**src/sv/uav_pkg.sv**
```systemverilog
// shared types, constants and character class helpers for the url authority validator
// no dependencies; used by uav_core, url_authority_validator_unit and the testbench
package uav_pkg;

    // length limits of a hostname and of one of its labels
    localparam logic [7:0] HOST_LENGTH_LIMIT  = 8'd253;
    localparam logic [6:0] LABEL_LENGTH_LIMIT = 7'd63;

    // largest port value and the most port digits allowed
    localparam logic [16:0] PORT_MAX        = 17'd65535;
    localparam logic [2:0]  PORT_DIGITS_MAX = 3'd5;

    // characters with a role of their own
    localparam logic [7:0] CH_OPEN  = 8'h5B;  // '['
    localparam logic [7:0] CH_CLOSE = 8'h5D;  // ']'
    localparam logic [7:0] CH_COLON = 8'h3A;  // ':'
    localparam logic [7:0] CH_DOT   = 8'h2E;  // '.'
    localparam logic [7:0] CH_DASH  = 8'h2D;  // '-'
    localparam logic [7:0] CH_ZERO  = 8'h30;  // '0'

    // parse phases
    localparam logic [2:0] PH_START  = 3'd0;
    localparam logic [2:0] PH_HOST   = 3'd1;
    localparam logic [2:0] PH_LIT    = 3'd2;
    localparam logic [2:0] PH_CLOSED = 3'd3;
    localparam logic [2:0] PH_PORT_H = 3'd4;
    localparam logic [2:0] PH_PORT_L = 3'd5;
    localparam logic [2:0] PH_ERR_H  = 3'd6;
    localparam logic [2:0] PH_ERR_L  = 3'd7;

    // verdict for one authority
    typedef struct packed {
        logic [15:0] port_number;
        logic        has_port;
        logic        is_literal;
        logic        accepted;
    } t_verdict;

    function automatic logic is_digit(input logic [7:0] c);
        return (c >= 8'h30) && (c <= 8'h39);
    endfunction

    function automatic logic is_alnum(input logic [7:0] c);
        return is_digit(c) || ((c >= 8'h61) && (c <= 8'h7A)) || ((c >= 8'h41) && (c <= 8'h5A));
    endfunction

    function automatic logic is_hex(input logic [7:0] c);
        return is_digit(c) || ((c >= 8'h61) && (c <= 8'h66)) || ((c >= 8'h41) && (c <= 8'h46));
    endfunction

endpackage

```
**src/sv/uav_core.sv**
```systemverilog
// running parse state of one authority and the verdict logic
// depends on uav_pkg
module uav_core (
    input  logic              i_clk,
    input  logic              i_rst_n,
    input  logic              i_step,     // one request moves through this cycle
    input  logic [7:0]        i_char,
    input  logic              i_last,
    input  logic              i_none,
    output uav_pkg::t_verdict o_verdict   // valid in the cycle of a last request
);

    logic [2:0]  r_phase,      n_phase;
    logic [7:0]  r_host_len,   n_host_len;
    logic [6:0]  r_label_len,  n_label_len;
    logic        r_prev_alnum, n_prev_alnum;
    logic [16:0] r_port_acc,   n_port_acc;
    logic [2:0]  r_port_cnt,   n_port_cnt;
    logic        r_lit_colon,  n_lit_colon;
    logic        r_lit_nonempty, n_lit_nonempty;

    logic        host_room;
    logic        label_room;
    logic        label_open;
    logic        digit_ok;
    logic [16:0] port_next;
    logic        fin_lit;
    logic        fin_port;
    logic        fin_acc;

    assign host_room  = r_host_len < uav_pkg::HOST_LENGTH_LIMIT;
    assign label_room = r_label_len < uav_pkg::LABEL_LENGTH_LIMIT;
    assign label_open = (r_label_len != 7'd0) && r_prev_alnum;
    assign digit_ok   = uav_pkg::is_digit(i_char) && (r_port_cnt < uav_pkg::PORT_DIGITS_MAX);
    // acc * 10 + digit
    assign port_next  = (r_port_acc << 3) + (r_port_acc << 1)
                      + {9'd0, i_char - uav_pkg::CH_ZERO};

    always_comb begin
        n_phase        = r_phase;
        n_host_len     = r_host_len;
        n_label_len    = r_label_len;
        n_prev_alnum   = r_prev_alnum;
        n_port_acc     = r_port_acc;
        n_port_cnt     = r_port_cnt;
        n_lit_colon    = r_lit_colon;
        n_lit_nonempty = r_lit_nonempty;

        if (!i_none) begin
            unique case (r_phase)
                uav_pkg::PH_START, uav_pkg::PH_HOST: begin
                    if ((r_phase == uav_pkg::PH_START) && (i_char == uav_pkg::CH_OPEN)) begin
                        n_phase = uav_pkg::PH_LIT;
                    end else if (uav_pkg::is_alnum(i_char)) begin
                        n_prev_alnum = 1'b1;
                        n_host_len   = r_host_len + 8'd1;
                        n_label_len  = r_label_len + 7'd1;
                        n_phase = (host_room && label_room) ? uav_pkg::PH_HOST
                                                            : uav_pkg::PH_ERR_H;
                    end else if (i_char == uav_pkg::CH_DASH) begin
                        n_prev_alnum = 1'b0;
                        n_host_len   = r_host_len + 8'd1;
                        n_label_len  = r_label_len + 7'd1;
                        n_phase = ((r_label_len != 7'd0) && host_room && label_room)
                                ? uav_pkg::PH_HOST : uav_pkg::PH_ERR_H;
                    end else if (i_char == uav_pkg::CH_DOT) begin
                        n_prev_alnum = 1'b0;
                        n_label_len  = 7'd0;
                        n_host_len   = r_host_len + 8'd1;
                        n_phase = (label_open && host_room) ? uav_pkg::PH_HOST
                                                            : uav_pkg::PH_ERR_H;
                    end else if (i_char == uav_pkg::CH_COLON) begin
                        n_phase = label_open ? uav_pkg::PH_PORT_H : uav_pkg::PH_ERR_H;
                    end else begin
                        n_phase = uav_pkg::PH_ERR_H;
                    end
                end
                uav_pkg::PH_LIT: begin
                    if (i_char == uav_pkg::CH_CLOSE) begin
                        n_phase = (r_lit_nonempty && r_lit_colon) ? uav_pkg::PH_CLOSED
                                                                  : uav_pkg::PH_ERR_L;
                    end else if (uav_pkg::is_hex(i_char) || (i_char == uav_pkg::CH_COLON)
                                 || (i_char == uav_pkg::CH_DOT)) begin
                        n_lit_nonempty = 1'b1;
                        if (i_char == uav_pkg::CH_COLON) begin
                            n_lit_colon = 1'b1;
                        end
                    end else begin
                        n_phase = uav_pkg::PH_ERR_L;
                    end
                end
                uav_pkg::PH_CLOSED: begin
                    n_phase = (i_char == uav_pkg::CH_COLON) ? uav_pkg::PH_PORT_L
                                                            : uav_pkg::PH_ERR_L;
                end
                uav_pkg::PH_PORT_H, uav_pkg::PH_PORT_L: begin
                    if (digit_ok) begin
                        n_port_acc = port_next;
                        n_port_cnt = r_port_cnt + 3'd1;
                    end else begin
                        n_phase = (r_phase == uav_pkg::PH_PORT_H) ? uav_pkg::PH_ERR_H
                                                                  : uav_pkg::PH_ERR_L;
                    end
                end
                default: begin
                    // error phases swallow bytes until the last one
                end
            endcase
        end
    end

    // verdict on the state after this request's byte
    always_comb begin
        fin_lit  = (n_phase == uav_pkg::PH_LIT) || (n_phase == uav_pkg::PH_CLOSED)
                || (n_phase == uav_pkg::PH_PORT_L) || (n_phase == uav_pkg::PH_ERR_L);
        fin_port = (n_phase == uav_pkg::PH_PORT_H) || (n_phase == uav_pkg::PH_PORT_L);
        priority if (n_phase == uav_pkg::PH_HOST) begin
            fin_acc = (n_label_len != 7'd0) && n_prev_alnum;
        end else if (n_phase == uav_pkg::PH_CLOSED) begin
            fin_acc = 1'b1;
        end else if (fin_port) begin
            fin_acc = (n_port_cnt != 3'd0) && (n_port_acc != 17'd0)
                   && (n_port_acc <= uav_pkg::PORT_MAX);
        end else begin
            fin_acc = 1'b0;
        end
        o_verdict.accepted    = fin_acc;
        o_verdict.is_literal  = fin_lit;
        o_verdict.has_port    = fin_acc && fin_port;
        o_verdict.port_number = (fin_acc && fin_port) ? n_port_acc[15:0] : 16'd0;
    end

    always_ff @(posedge i_clk) begin
        if (!i_rst_n || (i_step && i_last)) begin
            r_phase        <= uav_pkg::PH_START;
            r_host_len     <= 8'd0;
            r_label_len    <= 7'd0;
            r_prev_alnum   <= 1'b0;
            r_port_acc     <= 17'd0;
            r_port_cnt     <= 3'd0;
            r_lit_colon    <= 1'b0;
            r_lit_nonempty <= 1'b0;
        end else if (i_step) begin
            r_phase        <= n_phase;
            r_host_len     <= n_host_len;
            r_label_len    <= n_label_len;
            r_prev_alnum   <= n_prev_alnum;
            r_port_acc     <= n_port_acc;
            r_port_cnt     <= n_port_cnt;
            r_lit_colon    <= n_lit_colon;
            r_lit_nonempty <= n_lit_nonempty;
        end
    end

endmodule

```
**src/sv/url_authority_validator_unit.sv**
```systemverilog
// top level of the url authority validator: stream ports, input and result registers
// depends on uav_pkg and uav_core
//
// Checks a URL authority (a hostname of dot-separated labels, or a bracketed
// literal of hex digits, colons and dots holding a colon, either optionally
// followed by ':' and a port 1..65535) fed one byte per request, and returns
// one verdict request on the master side for each request that carries tlast.
// Requests without tlast produce nothing on the output. A request with tuser
// set carries no byte; it serves for an empty authority or to close a run.
// The block takes one request per cycle with no bubbles unless throttled as
// below: a byte sits in the input register, the running parse state and the
// verdict are worked out combinationally from it, and the verdict lands in
// the result register. The only thing that throttles the input is a verdict
// that waits on master tready while another last byte is ready to finish;
// plain bytes keep flowing.
module url_authority_validator_unit (
    input  logic        i_clk,
    input  logic        i_rst_n,
    // input requests
    input  logic        s_axis_tvalid,
    output logic        s_axis_tready,
    input  logic [7:0]  s_axis_tdata,   // [7:0] character
    input  logic        s_axis_tlast,   // final_item
    input  logic        s_axis_tuser,   // no_character
    // verdict requests
    output logic        m_axis_tvalid,
    input  logic        m_axis_tready,
    output logic [23:0] m_axis_tdata    // [0] accepted, [1] is_literal, [2] has_port,
                                        // [18:3] port_number, [23:19] zero
);

    // input register
    logic              r_in_valid;
    logic [7:0]        r_in_char;
    logic              r_in_last;
    logic              r_in_none;

    // result register
    logic              r_out_valid;
    uav_pkg::t_verdict r_out;

    uav_pkg::t_verdict verdict;
    logic              advance;

    // a plain byte always moves on; a last byte needs room in the result register
    assign advance       = r_in_valid && (!r_in_last || !r_out_valid || m_axis_tready);
    assign s_axis_tready = !r_in_valid || advance;

    uav_core u_core (
        .i_clk     (i_clk),
        .i_rst_n   (i_rst_n),
        .i_step    (advance),
        .i_char    (r_in_char),
        .i_last    (r_in_last),
        .i_none    (r_in_none),
        .o_verdict (verdict)
    );

    always_ff @(posedge i_clk) begin
        if (!i_rst_n) begin
            r_in_valid <= 1'b0;
        end else if (s_axis_tready) begin
            r_in_valid <= s_axis_tvalid;
        end
    end

    always_ff @(posedge i_clk) begin
        if (s_axis_tready && s_axis_tvalid) begin
            r_in_char <= s_axis_tdata;
            r_in_last <= s_axis_tlast;
            r_in_none <= s_axis_tuser;
        end
    end

    always_ff @(posedge i_clk) begin
        if (!i_rst_n) begin
            r_out_valid <= 1'b0;
        end else if (advance && r_in_last) begin
            r_out_valid <= 1'b1;
        end else if (m_axis_tready) begin
            r_out_valid <= 1'b0;
        end
    end

    always_ff @(posedge i_clk) begin
        if (advance && r_in_last) begin
            r_out <= verdict;
        end
    end

    assign m_axis_tvalid = r_out_valid;
    assign m_axis_tdata  = {5'd0, r_out.port_number, r_out.has_port,
                            r_out.is_literal, r_out.accepted};

endmodule

```
**config.mk**
```make
export PLATFORM = sky130hd
export DESIGN_NAME = url_authority_validator_unit
export DESIGN_NICKNAME = d
export VERILOG_FILES = /design/src/sv/uav_pkg.sv /design/src/sv/uav_core.sv /design/src/sv/url_authority_validator_unit.sv
export SDC_FILE = /design/constraint.sdc
export NUM_CORES = 1
export LEC_CHECK = 0
export ABC_AREA = 1
export BUFFER_PORTS_ARGS = -buffer_cell sky130_fd_sc_hd__buf_2
export CAP_MARGIN = 0
export CORE_UTILIZATION = 30
export DETAILED_ROUTE_END_ITERATION = 10
export HOLD_SLACK_MARGIN = 0.05
export PLACE_DENSITY = 0.5
export SETUP_SLACK_MARGIN = 0.5
export SKIP_LAST_GASP = 1
export SLEW_MARGIN = 10
export SYNTH_ARGS = -nofsm -noshare
export SYNTH_HDL_FRONTEND = slang
export SYNTH_SLANG_ARGS = --single-unit
```
**constraint.sdc**
```tcl
create_clock -name i_clk -period 2.95 [get_ports i_clk]
set_input_delay 0 -clock i_clk [delete_from_list [all_inputs] [get_ports i_clk]]
set_output_delay 0 -clock i_clk [all_outputs]
set_load 0.01 [all_outputs]
```
# == Word-level counts from Yosys, hierarchy flattened ==
# Cells that the tools add are included.
# op_classes
add_sub_neg,6
order_cmp,12
eq_ne,16
mux,43
bitwise_logic,3
reduce_logical,50
# ops
op,n
$mux W17,3
$mux W3,16
$mux W7,6
$le A8 B7 Y1 const B,4
$eq A8 B6 Y1 const B,3
$mux W8,3
$logic_and A1 B1 Y1,20
$add A17 B17 Y17,1
$add A17 B8 Y17,1
$le A17 B16 Y1 const B,1
$reduce_bool A17 Y1,1
$eq A8 B7 Y1 const B,2
$ge A8 B7 Y1 const B,2
$eq A3 B3 Y1 const B,5
$logic_or A1 B1 Y1,14
$reduce_bool A7 Y1,2
$eq A3 B2 Y1 const B,4
$mux W1,12
$pmux W3 S4,1
$reduce_and A5 Y1,2
$add A8 B1 Y8 const B,1
$ge A8 B6 Y1 const B,1
$le A8 B6 Y1 const B,1
$lt A8 B8 Y1 const B,1
14 further kinds,23
# word_totals
register_bits,72
output_inout_bits,26
elab_cells,147

# == Logic depth before layout (Yosys ltp) ==
# Gate-level depths: netlist (run 1).
# depth
word_depth,16
mapped_depth,26
mapped_depth_nobuf,24

# == Modules after synthesis ==
# From an unflattened synthesis (run 1), not the netlist that was laid out.
# hier_totals
hier_cells,706
area_unflattened_um2,5198.7
# by_module_without_submodules
mod,instances,cells_each,area_each_um2,seq_area_each_um2
uav_core,1,653,4167.7,820.8
url_authority_validator_unit,1,53,1031.0,910.9

# == Worst setup path after synthesis (run 1) ==
# Ideal clock, no wire load.
# synth_timing
path_type,flip-flop to flip-flop
start,register r_in_char[4]
end,"register r_out (netlist bit m_axis_tdata[12]), data pin"
setup_ns,0.258
t_arrival_ns,3.001
required_ns,2.692
setup_slack_ns,-0.309
stages_incl_launch_ff,24
path_buffers,1
path_cell_list,edfxtp_1 -> ha_1 -> xor2_1 -> fa_1 -> inv_1 -> ha_1 -> nand2_1 -> inv_1 -> nand2_1 -> nand2_1 -> nand2_1 -> nand3_1 -> nand2_1 -> nand2_1 -> nor2_2 -> nor2_2 -> nand2_1 -> nor2_1 -> nand3_1 -> nand2_2 -> nor2_4 -> inv_6 -> buf_12 -> nor2_2
# synth_rtl
item,line_no,rtl
"start, declared",url_authority_validator_unit.sv:34,logic [7:0] r_in_char;
"start signal, assigned",url_authority_validator_unit.sv:69,r_in_char <= s_axis_tdata;
"end signal, assigned",url_authority_validator_unit.sv:87,r_out <= verdict;
"end, declared",url_authority_validator_unit.sv:40,uav_pkg::t_verdict r_out;

==> qor.yml, run 1 <==
synth_area_mm2: 0.00536
clkPwrFrac: 0.366
rows: 48
viasPerCell: 4.53
maxCapViolations: 0
fp.dieH_um: 136
hold_slack_ns: 0.311
crit_path_max_fanout: 8
place_congestion: 0.832
drt-met1-wl_um: 6770
grt_start_max_net_pins: 42
layout_commonest_cell: "nand2_1"
synth_area_leaders: "edfxtp_1 16%, dfxtp_1 16%, nand2_1 15%"
pre_cts_slack_ns: -0.463
clk_latency_ns: 0.34
drive_gt1_frac: 0.355
switchingPower_w: 0.000990
cts_root_buffer: "clkbuf_16"
synthXorXnorAreaFrac: 0.0178
setup_viol: 22
synth_seq_area_share: 0.323
io_pins: 40
arrival_ns: 3.46
numCtsBuffers: 9
seq_power_share: 0.354
syn_to_final_growth_pct: 41.2
grt_first_pass_wirelength_um: 23500
place_area_mm2: 0.00624
synth_largest_area_cell: "edfxtp_1"
antenna_found_initial: 0
finalInstanceArea_mm2: 0.00756
synthMuxAreaShare: 0
leakagePower_nw: 3.68
fillers: 1779
endpoint_kind: "flip-flop"
place_hpwl_um: 10900
critPathSlowestCell: "edfxtp_1"
final_cells: 1155
dieArea_mm2: 0.0184
drtAntennaViolNets: 0
ir_drop_uv: 308
synth_edf_count: 29
highest_layer: "met4"
grt_pass1_vias: 4914
synth.top_cell.area_share: 0.163
powerDensity_mw_per_mm2: 421
wl_met2_um: 7430
track_usage: 0.166
syn-mean-instance-area_um2: 6.81
drt_iter0_drc: 229
layout_common_cells: "152 x nand2_1, 133 x inv_1, 79 x buf_4"
drcViolationCount: 0
antenna_cells: 0
clock-sinks: 72
pwr-share-comb: 0.280
finalWorstSetupSlack_ns: -0.419
min_period_ns: 3.37
start_kind: "flip-flop"
ys.flop_type: "dfxtp_1"
cts_buffer_depth: 2
cts_max_level: 3
synthCells: 786
yosys_warnings: 0
ys_async_sr_fraction: 0
critical-path-max-stage-delay_ns: 0.50
finalMaxSlewViolations: 0
max_freq_ghz: 0.297
fin_setup_tns_ns: -7.57
yosys.area_share.adder: 0.0995
synth_simple_gate_area_share: 0.323
cts_tree: "built"
cts.clk_slew.worst_paths_ns: 0.06
worstPathRequired_ns: 3.04
cp_cell_sequence: "ha_4 -> xor2_2 -> fa_1 -> inv_2 -> ha_4 -> nand2_4 -> inv_2 -> nand2_1 -> nand2_1 -> nand2_2 -> nand3_2 -> nand2_2 -> nand2_2 -> nor2_2 -> nor2_2 -> nand2_1 -> nor2_1 -> nand3_1 -> nand2_2 -> nor2_4 -> inv_6 -> nor2_2"
first_pass_iters: 5
start_util: 0.309
yosysUniqueCellTypes: 42
hp-class: "in2reg"
synth_compound_area_frac: 0.101
coreArea_mm2: 0.0174
grt-ovfl-total: 0
wl_per_cell_um: 12.8
finalHoldViolCount: 0
num-nets-final: 978
drt-total-wl_um: 14800
die_w_um: 136
synth_top_family_by_area: "simple AND/OR/NAND/NOR gates"
wl_met3_um: 480
grt_setup_unrepaired: "yes"
ys_seq_elements: 72
port_buffers: 34
final.period_utilization: 1.14
slew-limit-headroom: 0.427
path_class: "reg2reg"
worstMarginPinSlew_ns: 0.858
vias: 5237
failed_checks: "negative setup slack"
cp_common_cell: "nand2_2"
intPower_w: 0.00219
skew_ns: 0.00792
dp.cells: 1096
status: "finished, violations left"
swShare: 0.311
-- registers in the layout (all words and copies together), names as in the netlist, 3 cells and up --
name / count
u_core.r_host_len: 8
u_core.r_port_acc: 17
u_core.r_phase: 3
r_in_char: 8
m_axis_tdata: 19
u_core.r_port_cnt: 3
u_core.r_label_len: 7
-- cell families after synthesis --
group	after synthesis
AOI/OAI and AO/OA	98
xor gates and xnor gates	10
adders and majority gates	39
other	1
buffers and inverters	174
and+or+nand+nor	392
DFF	72
-- cell usage after synthesis (15+ instances only) --
| cell type | number |
|---|---|
| a21oi_1 | 44 |
| nand4_1 | 15 |
| nand2_1 | 215 |
| dfxtp_1 | 43 |
| edfxtp_1 | 29 |
| inv_1 | 150 |
| nand3_1 | 49 |
| nor2_1 | 66 |
| nor2_2 | 15 |
| ha_1 | 33 |
| o21ai_0 | 32 |
-- timing repair --
action                     in CTS  in global routing
hold endpoints to repair       12                  0
pin swaps                      10                 46
cloned                          1                  0
hold buffers                   14                  0
resized for setup              61                140
buffers inserted               13                 15
setup endpoints to repair      40                 52
-- final timing paths --
path	from	end	slack, ns	cells after the start
worst min register to register	u_core.r_lit_colon$_SDFFE_PP0P_	u_core.r_lit_colon$_SDFFE_PP0P_	0.45	2
worst min-delay path	m_axis_tready	u_core.r_label_len[6]$_SDFFE_PP0P_	0.31	7
worst max-delay path	r_in_char[4]$_DFFE_PP_	m_axis_tdata[17]$_SDFFCE_PN0P_	-0.42	22
worst max register to register	r_in_char[4]$_DFFE_PP_	m_axis_tdata[17]$_SDFFCE_PN0P_	-0.42	22
-- metal layers --
metal / track usage / up-vias
met5: 0 / -
met4: 0.0431 / 0
met1: 0.200 / 2391
met3: 0.0314 / 10
met2: 0.297 / 85
li1: - / 2751
-- metrics by stage --
step | util | power [W]
floorplan | - | 0.00161
global placement | 0.359 | 0.00183
detailed placement | 0.359 | 0.00183
CTS | 0.402 | 0.00308
global route | 0.436 | 0.00335
finish | 0.436 | 0.00318
-- area by class of cell --
cell class | count | area [um2] | share of cell area
multi-input cells | 544 | 3560 | 0.471
flip-flops and latches | 72 | 1730 | 0.229
repair buffers | 142 | 1070 | 0.142
inverters | 155 | 597 | 0.0789
well taps | 225 | 282 | 0.0372
clock buffers | 9 | 225 | 0.0298
clock inverters | 7 | 86.3 | 0.0114
repair inverters | 1 | 8.76 | 0.00116
-- power by group through the flow --
stage	Sequential, W	Clock, W	Combinational, W
floorplan	0.00114	0	0.000466
global placement	0.00115	0	0.000685
detailed placement	0.00114	0	0.000685
CTS	0.00113	0.00119	0.000756
global route	0.00113	0.00123	0.000992
finish	0.00113	0.00117	0.000893
-- critical path, delay by kind of cell, from the launching register on --
| kind | cells | cell delay [ns] |
|---|---|---|
| xor+xnor | 1 | 0.14 |
| fa+ha+maj | 3 | 1.01 |
| buf+inv | 3 | 0.27 |
| simple gates | 15 | 1.18 |
| flops | 1 | 0.50 |
Power figures use the tool's default switching activity.
==> inputs of run 2 (changes only) <==
==> constraint.sdc (replaced) <==
create_clock -name i_clk -period 2.9 [get_ports i_clk]
set_input_delay 0 -clock i_clk [delete_from_list [all_inputs] [get_ports i_clk]]
set_output_delay 0 -clock i_clk [all_outputs]
set_load 0.01 [all_outputs]
==> run 2 against run 1 <==
The run still ends with negative setup slack left. Critical path type unchanged. Sequential share of layout area barely moved. Non-clock buffer count grew 3. Sequential power about the same. Total power about the same. Final cell count is 0.35% higher.
==> qor.yml, run 2 (synthesis gave the netlist of run 1 again) <==
status: "finished, violations left"
failed_checks: "negative setup slack"
io_pins: 40  # unchanged
rows: 48  # unchanged
arrival_ns: 3.49  # +0.03 ns
leakagePower_nw: 3.69  # +0.19%
skew_ns: 0.00936  # +0.00144 ns
largest_reg_flops: 19  # unchanged
utilization: 0.436  # about the same
finalInstanceArea_mm2: 0.00757  # about the same
antenna_cells: 0  # unchanged
place_hpwl_um: 10600  # -2.4%
cts_root_buffer: "clkbuf_16"
vias: 5211  # -0.50%
drcViolationCount: 0  # unchanged
power_w: 0.00318  # about the same
fp.dieH_um: 136  # unchanged
path_class: "reg2reg"
cts_tree: "built"
place_area_mm2: 0.00625  # +0.16%
coreArea_mm2: 0.0174  # unchanged
syn_to_final_growth_pct: 41.3  # about the same
layout_commonest_cell: "nand2_1"
antenna_found_initial: 0  # unchanged
dieArea_mm2: 0.0184  # unchanged
grt_setup_unrepaired: "yes"
grt_pass1_vias: 4934  # +0.41%
drtAntennaViolNets: 0  # unchanged
layout_common_cells: "164 x nand2_1, 131 x inv_1, 71 x buf_4"
clkPwrFrac: 0.350  # -0.016
cts.clk_slew.worst_paths_ns: 0.06  # about the same
place_congestion: 0.861  # +3.5%
intPower_w: 0.00216  # -1.4%
setup_viol: 22  # unchanged
swShare: 0.320  # +0.00873
die_w_um: 136  # unchanged
worstPathRequired_ns: 3.00  # -0.04 ns
maxCapViolations: 0  # unchanged
port_buffers: 34  # unchanged
fin_setup_tns_ns: -9.35  # -1.78 ns
ir_drop_uv: 428  # +39%
grt_start_max_net_pins: 42  # unchanged
pwr-share-comb: 0.290  # +0.010
drt_iter0_drc: 209  # -8.7%
switchingPower_w: 0.00102  # +2.7%
finalHoldViolCount: 0  # unchanged
grt_first_pass_wirelength_um: 23500  # -0.21%
final.period_utilization: 1.17  # +0.0259
grt-ovfl-total: 0  # unchanged
endpoint_kind: "flip-flop"
hp-class: "in2reg"
min_period_ns: 3.39  # +0.0179 ns
powerDensity_mw_per_mm2: 420  # -0.12%
cts_buffer_depth: 2  # unchanged
first_pass_iters: 4  # -1
viasPerCell: 4.50  # -0.84%
drive_gt1_frac: 0.334  # -0.0208
wl_per_cell_um: 12.5  # -2.1%
finalMaxSlewViolations: 0  # unchanged
slew-limit-headroom: 0.509  # +0.0814
numCtsBuffers: 9  # unchanged
num-nets-final: 982  # +0.41%
cts_max_level: 3  # unchanged
finalWorstSetupSlack_ns: -0.487  # -0.0679 ns
hold_slack_ns: 0.296  # -0.0150 ns
track_usage: 0.163  # -0.00243
worstMarginPinSlew_ns: 0.736  # -0.122 ns
clock-sinks: 72  # unchanged
max_freq_ghz: 0.295  # -0.53%
drt-total-wl_um: 14500  # -1.8%
clk_latency_ns: 0.34  # about the same
crit_path_max_fanout: 5  # -3
seq_power_share: 0.360  # +0.006
start_util: 0.309  # unchanged
start_kind: "flip-flop"
-- run 2: cell types whose count changed in the layout (fill, tap and decap cells not counted), moves of 3 or more --
cell and change:
nor2_1 +3, buf_4 -8, nand2_1 +12, nand2_2 -16
nand3_2 -7, buf_6 +9, nand3_1 +5, nand2_4 +4
ha_4 -3
-- run 2: stage by stage --
step                setup WS [ns]  std cells
floorplan                  -0.269        790
global placement           -0.489       1097
detailed placement         -0.494       1097
CTS                        -0.435       1144
global route               -0.711       1159
finish                     -0.487       1159
-- run 2: area by class of cell --
cell class	count	area [um2]
Clock buffer	9	225
Clock inverter	7	70.1
Fill cell	1775	9790
Inverter	155	603
Multi-Input combinational cell	544	3480
Sequential cell	72	1730
Tap cell	225	282
Timing Repair Buffer	145	1150
Timing Repair inverter	2	25.0
-- run 2: path summary, 6_finish.rpt --
check / start / endpoint / slack (ns) / cells after the start
setup / recovery: r_in_char[4]$_DFFE_PP_ / m_axis_tdata[0]$_DFFE_PP_ / -0.49 / 25
hold / removal: m_axis_tready / u_core.r_label_len[6]$_SDFFE_PP0P_ / 0.30 / 7
setup reg to reg: r_in_char[4]$_DFFE_PP_ / m_axis_tdata[0]$_DFFE_PP_ / -0.49 / 25
hold reg to reg: u_core.r_lit_colon$_SDFFE_PP0P_ / u_core.r_lit_colon$_SDFFE_PP0P_ / 0.45 / 2
-- run 2: per-layer routing --
metal  track usage  vias up  share of wire
met5             0        -              0
met4        0.0431        0          0.017
met3        0.0311       17          0.027
met2         0.276       77           0.47
met1         0.210     2352           0.48
li1              -     2765              -
-- run 2: what timing repair did --
item / 4_1_cts / 5_1_grt
endpoints found under the hold margin: 12 / 0
cloned: 1 / 1
setup buffers: 16 / 14
setup endpoints to repair: 40 / 53
hold buffers: 14 / 0
pin swaps: 26 / 53
resized for setup: 75 / 113
-- run 2: critical path, stage by stage, from the launching register on --
cell	delay (ns)
edfxtp_1	0.44
nand2_2	0.11
a21oi_2	0.15
a21oi_2	0.05
buf_4	0.13
fa_1	0.51
inv_2	0.05
ha_4	0.31
nand2_4	0.10
inv_4	0.08
nand2_1	0.05
nand2_1	0.05
nand2_1	0.06
nand3_1	0.07
nand2_1	0.06
nand2_2	0.07
nor2_2	0.04
nor2_2	0.10
nand2_1	0.09
nor2_1	0.09
nand3_1	0.09
nand2_2	0.11
nor2_4	0.05
buf_12	0.14
nor2_2	0.08
nand2_1	0.05
-- run 2: power by group through the flow --
| stage | Combinational (W) | Sequential, W | Clock [W] |
|---|---|---|---|
| 3_5_place_dp | 0.000701 | 0.00117 | 0 |
| 3_3_place_gp | 0.000701 | 0.00117 | 0 |
| 5_1_grt | 0.00103 | 0.00115 | 0.00118 |
| 6_report | 0.000922 | 0.00114 | 0.00111 |
| 4_1_cts | 0.000801 | 0.00114 | 0.00115 |
| 2_1_floorplan | 0.000474 | 0.00116 | 0 |
==> inputs of run 3 (changes only) <==
--- a/config.mk
+++ b/config.mk
@@ -8,6 +8,7 @@
 export ABC_AREA = 1
 export BUFFER_PORTS_ARGS = -buffer_cell sky130_fd_sc_hd__buf_2
 export CAP_MARGIN = 0
+export CORE_ASPECT_RATIO = 0.5
 export CORE_UTILIZATION = 30
 export DETAILED_ROUTE_END_ITERATION = 10
 export HOLD_SLACK_MARGIN = 0.05
==> run 3 against run 2 <==
The run still ends with negative setup slack left. Routed wire length rose by 1.3%. Cell area fell by 0.43%. Register-to-register slack improved by 0.03 ns. Global-route usage barely moved. First-iteration DRC count rose by 24%. Die area rose by 0.18%. Sequential share of layout area rose by 0.099 points. Critical path depth fell by 5.
==> qor.yml, run 3 (synthesis gave the netlist of run 1 again) <==
setup_viol: 22  # unchanged
max_freq_ghz: 0.298  # +0.78%
grt_first_pass_wirelength_um: 23400  # -0.29%
layout_commonest_cell: "nand2_1"
crit_path_max_fanout: 8  # +3
switchingPower_w: 0.00102  # +0.22%
coreArea_mm2: 0.0174  # +0.25%
min_period_ns: 3.36  # -0.0263 ns
drt-total-wl_um: 14700  # +1.3%
path_class: "reg2reg"
clock-sinks: 72  # unchanged
r2r.worst_path.cells: 20  # -20%
drive_gt1_frac: 0.316  # -0.0177
cts_tree: "built"
hold_slack_ns: 0.374  # +0.0784 ns
syn_to_final_growth_pct: 40.7
port_buffers: 34  # unchanged
min_to: "r_in_last$_DFFE_PP_"
drt_iter0_drc: 260  # +24%
seq_area_mm2: 0.00173  # unchanged
clk_latency_ns: 0.34  # about the same
holdCritStartpoint: "s_axis_tlast"
finalHoldViolCount: 0  # unchanged
track_usage: 0.163  # +0.000315
drcViolationCount: 0  # unchanged
final.period_utilization: 1.16  # -0.00908
dieArea_mm2: 0.0184  # +0.18%
skew_ns: 0.00741  # -0.00195 ns
grt_pass1_vias: 4850  # -1.7%
r2r-start: "r_in_char[4]$_DFFE_PP_"
pwr-share-comb: 0.279  # -0.011
rows: 34  # -29%
clkPwrFrac: 0.368  # +0.018
maxCapViolations: 0  # unchanged
seq_power_share: 0.353  # -0.007
viasPerCell: 4.43  # -1.5%
swShare: 0.315  # -0.00497
layout_common_cells: "176 x nand2_1, 136 x inv_1, 88 x buf_4"
fin_setup_tns_ns: -8.46  # +0.890 ns
status: "finished, violations left"
antenna_found_initial: 0  # unchanged
worstPathRequired_ns: 3.10  # +0.10 ns
grt_setup_unrepaired: "yes"
cts_root_buffer: "clkbuf_16"
failed_checks: "negative setup slack"
numCtsBuffers: 9  # unchanged
power_w: 0.00324  # +1.8%
die_w_um: 191  # +41%
num-nets-final: 990  # +0.81%
worstMarginPinSlew_ns: 0.882  # +0.146 ns
powerDensity_mw_per_mm2: 430  # +2.2%
leakagePower_nw: 3.71  # +0.50%
grt_start_max_net_pins: 28  # -33%
slew-limit-headroom: 0.411  # -0.0974
fp.dieH_um: 96.5  # -29%
vias: 5209  # -0.038%
cts.clk_slew.worst_paths_ns: 0.06  # about the same
cts_max_level: 3  # unchanged
place_hpwl_um: 10800  # +2.2%
finalMaxSlewViolations: 0  # unchanged
start_util: 0.308  # -0.000754
drtAntennaViolNets: 0  # unchanged
largest_reg_flops: 19  # unchanged
endpoint_kind: "flip-flop"
rrSetupSlack_ns: -0.46  # +0.03 ns
wl_per_cell_um: 12.5  # -0.15%
first_pass_iters: 4  # unchanged
hold_path_depth: 2  # -5
antenna_cells: 0  # unchanged
multi_input_area_mm2: 0.00340  # -2.3%
worst_r2r_endpoint: "m_axis_tdata[3]$_SDFFCE_PN0P_"
cts_buffer_depth: 2  # unchanged
finalWorstSetupSlack_ns: -0.461  # +0.0263 ns
fillers: 1756  # -1.1%
utilization: 0.433  # -0.00294
intPower_w: 0.00222  # +2.5%
io_pins: 40  # unchanged
grt-ovfl-total: 0  # unchanged
hp-class: "in2reg"
place_congestion: 0.871  # +1.2%
start_kind: "flip-flop"
ir_drop_uv: 233  # -46%
arrival_ns: 3.56  # +0.07 ns
==> run 3: worst max path at each step <==
stage	depth (start not counted)	slack, ns	from	end
2_1_floorplan	24	-0.27	r_in_char[4]$_DFFE_PP_	m_axis_tdata[12]$_SDFFCE_PN0P_
3_3_place_gp	21	-0.51	r_in_char[4]$_DFFE_PP_	m_axis_tdata[7]$_SDFFCE_PN0P_
3_5_place_dp	21	-0.51	r_in_char[4]$_DFFE_PP_	m_axis_tdata[3]$_SDFFCE_PN0P_
4_1_cts	23	-0.43	r_in_char[4]$_DFFE_PP_	m_axis_tdata[3]$_SDFFCE_PN0P_
5_1_grt	23	-0.68	r_in_char[5]$_DFFE_PP_	m_axis_tdata[12]$_SDFFCE_PN0P_
6_report	20	-0.46	r_in_char[4]$_DFFE_PP_	m_axis_tdata[3]$_SDFFCE_PN0P_
==> run 3: cell type report <==
| type | instances | share of cell area |
|---|---|---|
| clock buffer | 12 | 0.0342 |
| clock inverter | 4 | 0.00664 |
| inverter | 155 | 0.0810 |
| multi-input combinational | 544 | 0.451 |
| sequential | 72 | 0.230 |
| tap | 234 | 0.0389 |
| timing repair buffer | 154 | 0.157 |
| timing repair inverter | 1 | 0.00116 |
==> run 3: per-layer routing <==
metal	vias to the layer above	track usage	routed length (um)
met5	-	0	0
met4	0	0.0447	156
met3	14	0.0267	406
met2	65	0.287	6860
met1	2351	0.209	7290
li1	2779	-	-
==> run 3: repair_timing <==
| action | CTS | global route |
|---|---|---|
| setup buffers | 23 | 10 |
| pin swaps | 23 | 19 |
| endpoints found under the setup margin | 41 | 69 |
| endpoints found under the hold margin | 12 | 0 |
| gates resized for setup | 85 | 67 |
| hold buffers | 14 | 0 |
| cloned | 0 | 1 |
==> run 3: power by group through the flow <==
stage	sequential [W]	combinational, W	clock (W)
3_3_place_gp	0.00116	0.000710	0
2_1_floorplan	0.00116	0.000474	0
5_1_grt	0.00115	0.00101	0.00126
6_report	0.00114	0.000904	0.00119
4_1_cts	0.00114	0.000831	0.00122
3_5_place_dp	0.00116	0.000713	0
==> run 3: critical path, stage by stage (launching register included) <==
cell and delay (ns):
edfxtp_1 0.50, ha_2 0.23, xor2_1 0.15, fa_1 0.50
inv_2 0.05, ha_4 0.30, nand2_4 0.07, nor2_2 0.11
nand3_2 0.10, buf_4 0.15, nand4_1 0.07, nand2_2 0.07
nor2_2 0.09, nor2_2 0.06, nand2_1 0.06, nor2_2 0.05
nand3_2 0.08, nand2_4 0.07, nor2_4 0.27, clkinv_8 0.13
nor2_1 0.12
==> run 3: through the flow <==
step / worst slack, ns / instances / area, um2
after floorplan: -0.269 / 790 / 5430
after global placement: -0.508 / 1112 / 6300
after detailed placement: -0.514 / 1112 / 6300
after CTS: -0.433 / 1165 / 7210
after global routing: -0.677 / 1176 / 7530
final: -0.461 / 1176 / 7530
